$ cat config.mk
export PLATFORM = sky130hd
export DESIGN_NAME = qau_comb
export DESIGN_NICKNAME = d
export VERILOG_FILES = /design/src/rtl/core/qau_pkg.sv /design/src/rtl/core/qau_comb.sv
export SDC_FILE = /design/constraint.sdc
export NUM_CORES = 2
export LEC_CHECK = 0
export ABC_AREA = 1
export BUFFER_PORTS_ARGS = -buffer_cell sky130_fd_sc_hd__buf_2
export CAP_MARGIN = 20
export CORE_ASPECT_RATIO = 1.2
export CORE_UTILIZATION = 25
export CTS_BUF_LIST = sky130_fd_sc_hd__clkbuf_4 sky130_fd_sc_hd__clkbuf_8
export CTS_CLUSTER_DIAMETER = 30
export DETAILED_ROUTE_END_ITERATION = 8
export GPL_TIMING_DRIVEN = 0
export PLACE_DENSITY = 0.43
export RECOVER_POWER = 100
export SYNTH_ARGS = -nofsm -noshare
export SYNTH_HDL_FRONTEND = slang
export SYNTH_SLANG_ARGS = --single-unit
$ cat constraint.sdc
create_clock -name clk -period 12.2 [get_ports clk]
set_clock_uncertainty 0.05 [all_clocks]
set_input_delay 1.83 -clock clk [delete_from_list [all_inputs] [get_ports clk]]
set_output_delay 1.83 -clock clk [all_outputs]
set_load 0.03 [all_outputs]
$ cat src/rtl/core/qau_pkg.sv
`timescale 1ns / 1ps
// ----------------------------------------------------------------------------
// Quaternion arithmetic unit package
// Payload types, operation codes and Q4.28 rounding and clipping helpers.
// ----------------------------------------------------------------------------
package qau_pkg;

	localparam int QW   = 32;          // Q4.28 word
	localparam int FRAC = 28;
	localparam int OPW  = QW + 1;      // operand, holds a negated minimum
	localparam int PRW  = 2 * OPW;     // full product
	localparam int RNW  = PRW - FRAC;  // rounded product
	localparam int SUMW = 41;          // sum of four rounded products, doubled

	typedef enum logic [1:0] {
		FN_MUL  = 2'd0,
		FN_ROT  = 2'd1,
		FN_DCM  = 2'd2,
		FN_NONE = 2'd3
	} func_t;

	typedef logic [OPW-1:0] op_t;
	typedef op_t [3:0] quat_t;
	typedef logic [PRW-1:0] prod_t;
	typedef prod_t [15:0] prods_t;

	typedef struct packed {
		func_t           func;
		logic signed [QW-1:0] a_w;
		logic signed [QW-1:0] a_x;
		logic signed [QW-1:0] a_y;
		logic signed [QW-1:0] a_z;
		logic signed [QW-1:0] b_w;
		logic signed [QW-1:0] b_x;
		logic signed [QW-1:0] b_y;
		logic signed [QW-1:0] b_z;
		logic signed [QW-1:0] scale;
	} cmd_t;

	typedef struct packed {
		logic signed [QW-1:0] r0;
		logic signed [QW-1:0] r1;
		logic signed [QW-1:0] r2;
		logic signed [QW-1:0] r3;
		logic signed [QW-1:0] r4;
		logic signed [QW-1:0] r5;
		logic signed [QW-1:0] r6;
		logic signed [QW-1:0] r7;
		logic signed [QW-1:0] r8;
		logic                 saturated;
	} res_t;

	// fields of a request still needed after the first product layer
	typedef struct packed {
		func_t           func;
		logic [QW-1:0]   scale;
		logic [QW-1:0]   a_w;
		logic [QW-1:0]   a_x;
		logic [QW-1:0]   a_y;
		logic [QW-1:0]   a_z;
	} side_t;

	// round half up, then floor by 2^FRAC
	function automatic logic signed [RNW-1:0] rnd(input prod_t p);
		logic signed [PRW-1:0] t;
		t = $signed(p) + $signed(PRW'(1) << (FRAC - 1));
		return RNW'(t >>> FRAC);
	endfunction

	function automatic logic ovf(input logic signed [SUMW-1:0] v);
		return v[SUMW-1:QW-1] != {(SUMW-QW+1){v[QW-1]}};
	endfunction

	function automatic logic [QW-1:0] clip32(input logic signed [SUMW-1:0] v);
		logic [QW-1:0] r;
		if (!ovf(v))
			r = v[QW-1:0];
		else if (v[SUMW-1])
			r = {1'b1, {(QW-1){1'b0}}};
		else
			r = {1'b0, {(QW-1){1'b1}}};
		return r;
	endfunction

	function automatic op_t sext(input logic [QW-1:0] x);
		return {x[QW-1], x};
	endfunction

	function automatic op_t neg(input logic [QW-1:0] x);
		return ({x[QW-1], x} ^ {OPW{1'b1}}) + OPW'(1);
	endfunction

endpackage

$ cat src/rtl/core/qau_comb.sv
`timescale 1ns / 1ps
// ----------------------------------------------------------------------------
// Product combiner
// Rounds the cross products and forms the Hamilton product or the
// direction cosine matrix, clipped to Q4.28, registered.
// ----------------------------------------------------------------------------
module qau_comb (
	input  logic             clk,
	input  logic             en,
	input  qau_pkg::func_t   func,
	input  qau_pkg::prods_t  prods,
	output qau_pkg::res_t    res_s
);

	logic signed [qau_pkg::RNW-1:0]  rp [4][4];
	logic signed [qau_pkg::SUMW-1:0] h [4];
	logic signed [qau_pkg::SUMW-1:0] m [9];
	qau_pkg::res_t                   nxt;

	always_comb begin
		for (int i = 0; i < 4; i++) begin
			for (int j = 0; j < 4; j++) begin
				rp[i][j] = qau_pkg::rnd(prods[4*i+j]);
			end
		end

		h[0] = rp[0][0] - rp[1][1] - rp[2][2] - rp[3][3];
		h[1] = rp[0][1] + rp[1][0] + rp[2][3] - rp[3][2];
		h[2] = rp[0][2] - rp[1][3] + rp[2][0] + rp[3][1];
		h[3] = rp[0][3] + rp[1][2] - rp[2][1] + rp[3][0];

		// q = p here, so rp[i][j] is a_i*a_j
		m[0] = rp[0][0] + rp[1][1] - rp[2][2] - rp[3][3];
		m[1] = (qau_pkg::SUMW'(rp[1][2]) - qau_pkg::SUMW'(rp[0][3])) <<< 1;
		m[2] = (qau_pkg::SUMW'(rp[1][3]) + qau_pkg::SUMW'(rp[0][2])) <<< 1;
		m[3] = (qau_pkg::SUMW'(rp[1][2]) + qau_pkg::SUMW'(rp[0][3])) <<< 1;
		m[4] = rp[0][0] - rp[1][1] + rp[2][2] - rp[3][3];
		m[5] = (qau_pkg::SUMW'(rp[2][3]) - qau_pkg::SUMW'(rp[0][1])) <<< 1;
		m[6] = (qau_pkg::SUMW'(rp[1][3]) - qau_pkg::SUMW'(rp[0][2])) <<< 1;
		m[7] = (qau_pkg::SUMW'(rp[2][3]) + qau_pkg::SUMW'(rp[0][1])) <<< 1;
		m[8] = rp[0][0] - rp[1][1] - rp[2][2] + rp[3][3];

		nxt = '0;
		unique case (func)
			qau_pkg::FN_MUL, qau_pkg::FN_ROT: begin
				nxt.r0 = qau_pkg::clip32(h[0]);
				nxt.r1 = qau_pkg::clip32(h[1]);
				nxt.r2 = qau_pkg::clip32(h[2]);
				nxt.r3 = qau_pkg::clip32(h[3]);
				nxt.saturated = qau_pkg::ovf(h[0]) | qau_pkg::ovf(h[1])
					| qau_pkg::ovf(h[2]) | qau_pkg::ovf(h[3]);
			end
			qau_pkg::FN_DCM: begin
				nxt.r0 = qau_pkg::clip32(m[0]);
				nxt.r1 = qau_pkg::clip32(m[1]);
				nxt.r2 = qau_pkg::clip32(m[2]);
				nxt.r3 = qau_pkg::clip32(m[3]);
				nxt.r4 = qau_pkg::clip32(m[4]);
				nxt.r5 = qau_pkg::clip32(m[5]);
				nxt.r6 = qau_pkg::clip32(m[6]);
				nxt.r7 = qau_pkg::clip32(m[7]);
				nxt.r8 = qau_pkg::clip32(m[8]);
				nxt.saturated = qau_pkg::ovf(m[0]) | qau_pkg::ovf(m[1]) | qau_pkg::ovf(m[2])
					| qau_pkg::ovf(m[3]) | qau_pkg::ovf(m[4]) | qau_pkg::ovf(m[5])
					| qau_pkg::ovf(m[6]) | qau_pkg::ovf(m[7]) | qau_pkg::ovf(m[8]);
			end
			default: begin
				nxt = '0;
			end
		endcase
	end

	always_ff @(posedge clk) begin
		if (en) begin
			res_s <= nxt;
		end
	end

endmodule

# --- Word-level counts from Yosys, hierarchy flattened ---
# Index checks and enable logic that the tools add are counted.
word_totals:
  register_bits: 289
classes:
  reduce_logical: 5
  n_addsub: 39
  n_mux: 28
  n_eq_ne: 15
  n_bitwise: 11
ops:
  columns: ["op", "n"]
  rows:
  - ["66-bit by 29-bit adder with 66-bit output (second input constant)", 16]
  - ["32-bit two-way mux", 26]
  - ["128-bit case mux with 2 select lines", 1]
  - ["38-bit by 38-bit adder with 39-bit output", 5]
  - ["38-bit by 38-bit subtractor with 39-bit output", 5]
  - ["40-bit by 38-bit subtractor with 41-bit output", 4]
  - ["40-bit by 38-bit adder with 41-bit output", 3]
  - ["39-bit by 38-bit adder with 40-bit output", 3]
  - ["39-bit by 38-bit subtractor with 40-bit output", 3]
  - ["9-bit != test", 13]
  - ["1-bit OR", 11]
  - ["2-bit AND reduction", 3]
  - ["2-bit by 1-bit == test with 1-bit output (second input constant)", 1]
  - ["2-bit == test (second input constant)", 1]
  - ["2-bit logical NOT", 1]
  - ["1-bit case mux with 2 select lines", 1]
  - ["2-bit OR reduction", 1]

# --- Depth between registers and ports, before layout ---
logic_depth:
  depth_word: 14
  mapped_depth: 58
  depth_no_buf: 57

# --- Worst setup path before layout ---
# Ideal clock, no wire load.
synth_path:
  kind: "input port to flip-flop"
  start: "input port prods[27] (netlist name)"
  end: "register res_s[272] (netlist name), data pin"
  stages: 55
  setup_ns: 0.256
  arrival_ns: 8.885
  required_time_ns: 11.894
  slack_ns: 3.009
  path_buffers: 3
  path_cell_list: "nand3_1 -> nor3_2 -> nand2_2 -> nor3_4 -> nand2_2 -> nor3_4 -> nand2_1 -> nor3_2 -> nand2_1 -> nor2_2 -> nand2_1 -> nor2_2 -> nand3_2 -> nor2_2 -> nand2_2 -> xor2_1 -> inv_1 -> ha_1 -> (+19 left out) -> inv_1 -> ha_1 -> clkbuf_1 -> inv_1 -> a221oi_1 -> nand2_1 -> a21oi_1 -> nand3_1 -> xor2_2 -> nand3_1 -> o21ai_1 -> nand3_1 -> nor2_2 -> buf_6 -> buf_6 -> nand2_1 -> nand3_1 -> nand2_1"
synth_lines:
  columns: ["item", "line", "source"]
  rows:
  - ["start, declared", "qau_comb.sv:11", "input qau_pkg::prods_t prods,"]
  - ["end signal, assigned", "qau_comb.sv:75", "res_s <= nxt;"]
  - ["end, declared", "qau_comb.sv:12", "output qau_pkg::res_t res_s"]

==> impl_metrics.env <==
export IMPL_drtIter0Drc=6325
export IMPL_critPathRequiredTime_ps=12680
export IMPL_tns_ps=0
export IMPL_synth_main_ff_cell="edfxtp_1"
export IMPL_io_buffers=915
export IMPL_finalHoldViolations=0
export IMPL_postSynth_asyncResetShare_pct=0
export IMPL_largest_reg_flops=289
export IMPL_overflow=0
export IMPL_fmax_mhz=86.0
export IMPL_ant_nets=0
export IMPL_hp_class="input port to register"
export IMPL_crit_path_max_fanout=10
export IMPL_antenna_found_initial=34
export IMPL_p_int_uw=5650
export IMPL_drc=0
export IMPL_cts_tree="done"
export IMPL_gp_congestion=1.01
export IMPL_ctsRootBufferMaster="clkbuf_8"
export IMPL_crit_type="input port to register"
export IMPL_final_area_um2=87600
export IMPL_synth_enable_flop_cells=289
export IMPL_total_power_uw=14900
export IMPL_grt_pass1_vias=85900
export IMPL_syn_inst=12400
export IMPL_cp_start_kind="input port"
export IMPL_crit_path_end_kind="register"
export IMPL_mostFrequentLayoutCell="nand2_1"
export IMPL_ys_types=77
export IMPL_peakVddDrop_mv=0.107
export IMPL_maxCapViolCount=4
export IMPL_largest_register="res_s"
export IMPL_via_per_inst=4.87
export IMPL_wl_um=427000
export IMPL_mostFrequentLayoutCells="nand2_1, inv_1, nor2_1, a21oi_1, nand3_1"
export IMPL_grt_usage_pct=26.9
export IMPL_tightest_slew_ps=5980
export IMPL_seqPwrFrac_pct=11.2
export IMPL_power_frac_clock_pct=11.2
export IMPL_core_um2=303000
export IMPL_min_period_ps=11630
export IMPL_swShare_pct=62.0
export IMPL_rsz0062_at_grt="false"
export IMPL_grt_pass1_wl_um=597000
export IMPL_power_density_nw_per_um2=170
export IMPL_hold_ws_ps=1460
export IMPL_area_growth_pct=15.1
export IMPL_nets=15500
export IMPL_combPwrFrac_pct=77.6
export IMPL_violations="capacitance limit, slew limit"
export IMPL_start_util_pct=25.2
export IMPL_largestRegisters="res_s: 289 flops"
export IMPL_htreeDepth=3
export IMPL_setup_viol=0
export IMPL_cts_buffers=92
export IMPL_postSynthAreaPerCell_um2=6.12
export IMPL_grt_max_degree=104
export IMPL_worstPathArrival_ps=12110
export IMPL_worst_path_buf_inv=8
export IMPL_synthesis_nets=14400
export IMPL_clock_sinks=289
export IMPL_vias=85700
export IMPL_status="finished, violations left"
export IMPL_die_h_um=607
export IMPL_hpwl_um=384000
export IMPL_clk_pin_slew_ps=50
export IMPL_slew_headroom_pct=-298
export IMPL_dpl_instance_area_um2=86100
export IMPL_pin_count=1349
export IMPL_slew_violations=296
export IMPL_yosysSeqAreaShare_pct=11.4
export IMPL_die_x_um=506
export IMPL_wl_per_cell_um=24.3
export IMPL_die_area_um2=307000
export IMPL_switching_power_uw=9220
export IMPL_drt_pass1_iterations=8
export IMPL_yosysWarnings=0
export IMPL_cp_top_family="simple AND/OR/NAND/NOR gates"
export IMPL_rows=221
export IMPL_syn_area_um2=76100
export IMPL_drive_above_1_share_pct=8.67
export IMPL_power_leakage_uw=0.0431
export IMPL_cts_path_max_buffers=3
export IMPL_ys_ff_latch=289
export IMPL_critPathSlowestCell="ha_1"
export IMPL_cpPeakStageDelay_ps=620
export IMPL_finalCritPeriodShare_pct=95.3
-- per-layer routing --
layer / GRT usage [%] / vias up / wire, um
li1: - / 41900 / -
met1: 33.8 / 40400 / 186000
met2: 45.8 / 2749 / 198000
met3: 3.14 / 568 / 21300
met4: 12.6 / 30 / 22200
met5: 0 / - / 184
-- cell type report --
type	count	area, um^2
Buffer	210	1080
Sequential cell	289	8680
Inverter	2401	9020
Timing Repair Buffer	951	4510
Clock inverter	57	658
Clock buffer	112	1420
Antenna cell	18	45.0
Multi-Input combinational cell	9542	57200
Fill cell	35500	215000
Tap cell	4014	5020
-- worst paths after layout --
kind / start / to / cells past startpoint
hold / removal: func[1] / res_s[224] / 2
setup / recovery: prods[359] / res_s[257] / 52
-- power by group through the flow --
stage	Clock [uW]	Sequential [uW]	Combinational, uW
floorplan	0	1990	6580
global placement	0	1670	11500
detailed placement	0	1650	11400
CTS	1720	1650	11500
global route	1760	1670	12500
finish	1670	1660	11500
-- per-stage QoR --
stage | setup WS, ps | utilization, % | std cells
floorplan | 3010 | - | 12400
global placement | -1510 | 28.3 | 17400
detailed placement | -487 | 28.5 | 17400
CTS | 331 | 29.2 | 17600
global route | 7.36 | 29.0 | 17600
finish | 567 | 29.0 | 17600
-- synthesized netlist by cell type (8+ instances only) --
master | count | share of area (%)
buf_6 | 22 | 0.33
a21oi_2 | 8 | 0.092
or2_2 | 53 | 0.44
inv_1 | 2368 | 12
fa_1 | 319 | 8.4
nor2_1 | 1252 | 6.2
xor2_1 | 663 | 7.6
clkbuf_2 | 9 | 0.059
nand3_2 | 20 | 0.26
and3_1 | 27 | 0.22
inv_2 | 31 | 0.15
nand3_1 | 777 | 5.1
a31oi_1 | 93 | 0.76
o31ai_1 | 19 | 0.19
nor3_1 | 263 | 1.7
o21a_1 | 38 | 0.37
o21ai_2 | 19 | 0.22
nor4_1 | 112 | 0.92
a21boi_0 | 15 | 0.15
o211ai_1 | 16 | 0.16
nand2_1 | 2953 | 15
buf_2 | 109 | 0.72
xnor2_1 | 197 | 2.3
nor3_2 | 23 | 0.30
nand4_1 | 258 | 2.1
nor2_2 | 39 | 0.32
clkbuf_1 | 46 | 0.23
o21ai_0 | 586 | 3.9
ha_1 | 608 | 10
a21o_1 | 45 | 0.44
buf_1 | 9 | 0.044
o21ai_1 | 85 | 0.56
and2_1 | 11 | 0.090
nand3b_1 | 17 | 0.17
edfxtp_1 | 289 | 11
o21bai_1 | 75 | 0.74
nand2_2 | 19 | 0.16
buf_4 | 16 | 0.16
a21oi_1 | 821 | 5.4
-- logic make-up (layout without fill, tap and decap cells) --
| kind of cell | after synthesis | in the layout | synth area share (%) |
|---|---|---|---|
| compound gates | 1871 | 1871 | 13.6 |
| mux | 1 | 1 | 0.0131 |
| xor+xnor | 862 | 862 | 9.94 |
| other cells | 0 | 18 | 0 |
| buf+inv | 2612 | 3731 | 13.4 |
| simple gates | 5881 | 5881 | 33.3 |
| fa+ha+maj | 927 | 927 | 18.4 |
| flops | 289 | 289 | 11.4 |
-- what timing repair did --
item | CTS | global route
hold buffers | 0 | 0
setup endpoints to repair | 0 | 32
setup buffers | 0 | 3
resized for setup | 0 | 2
No activity file was read; power rests on OpenSTA's default activity.
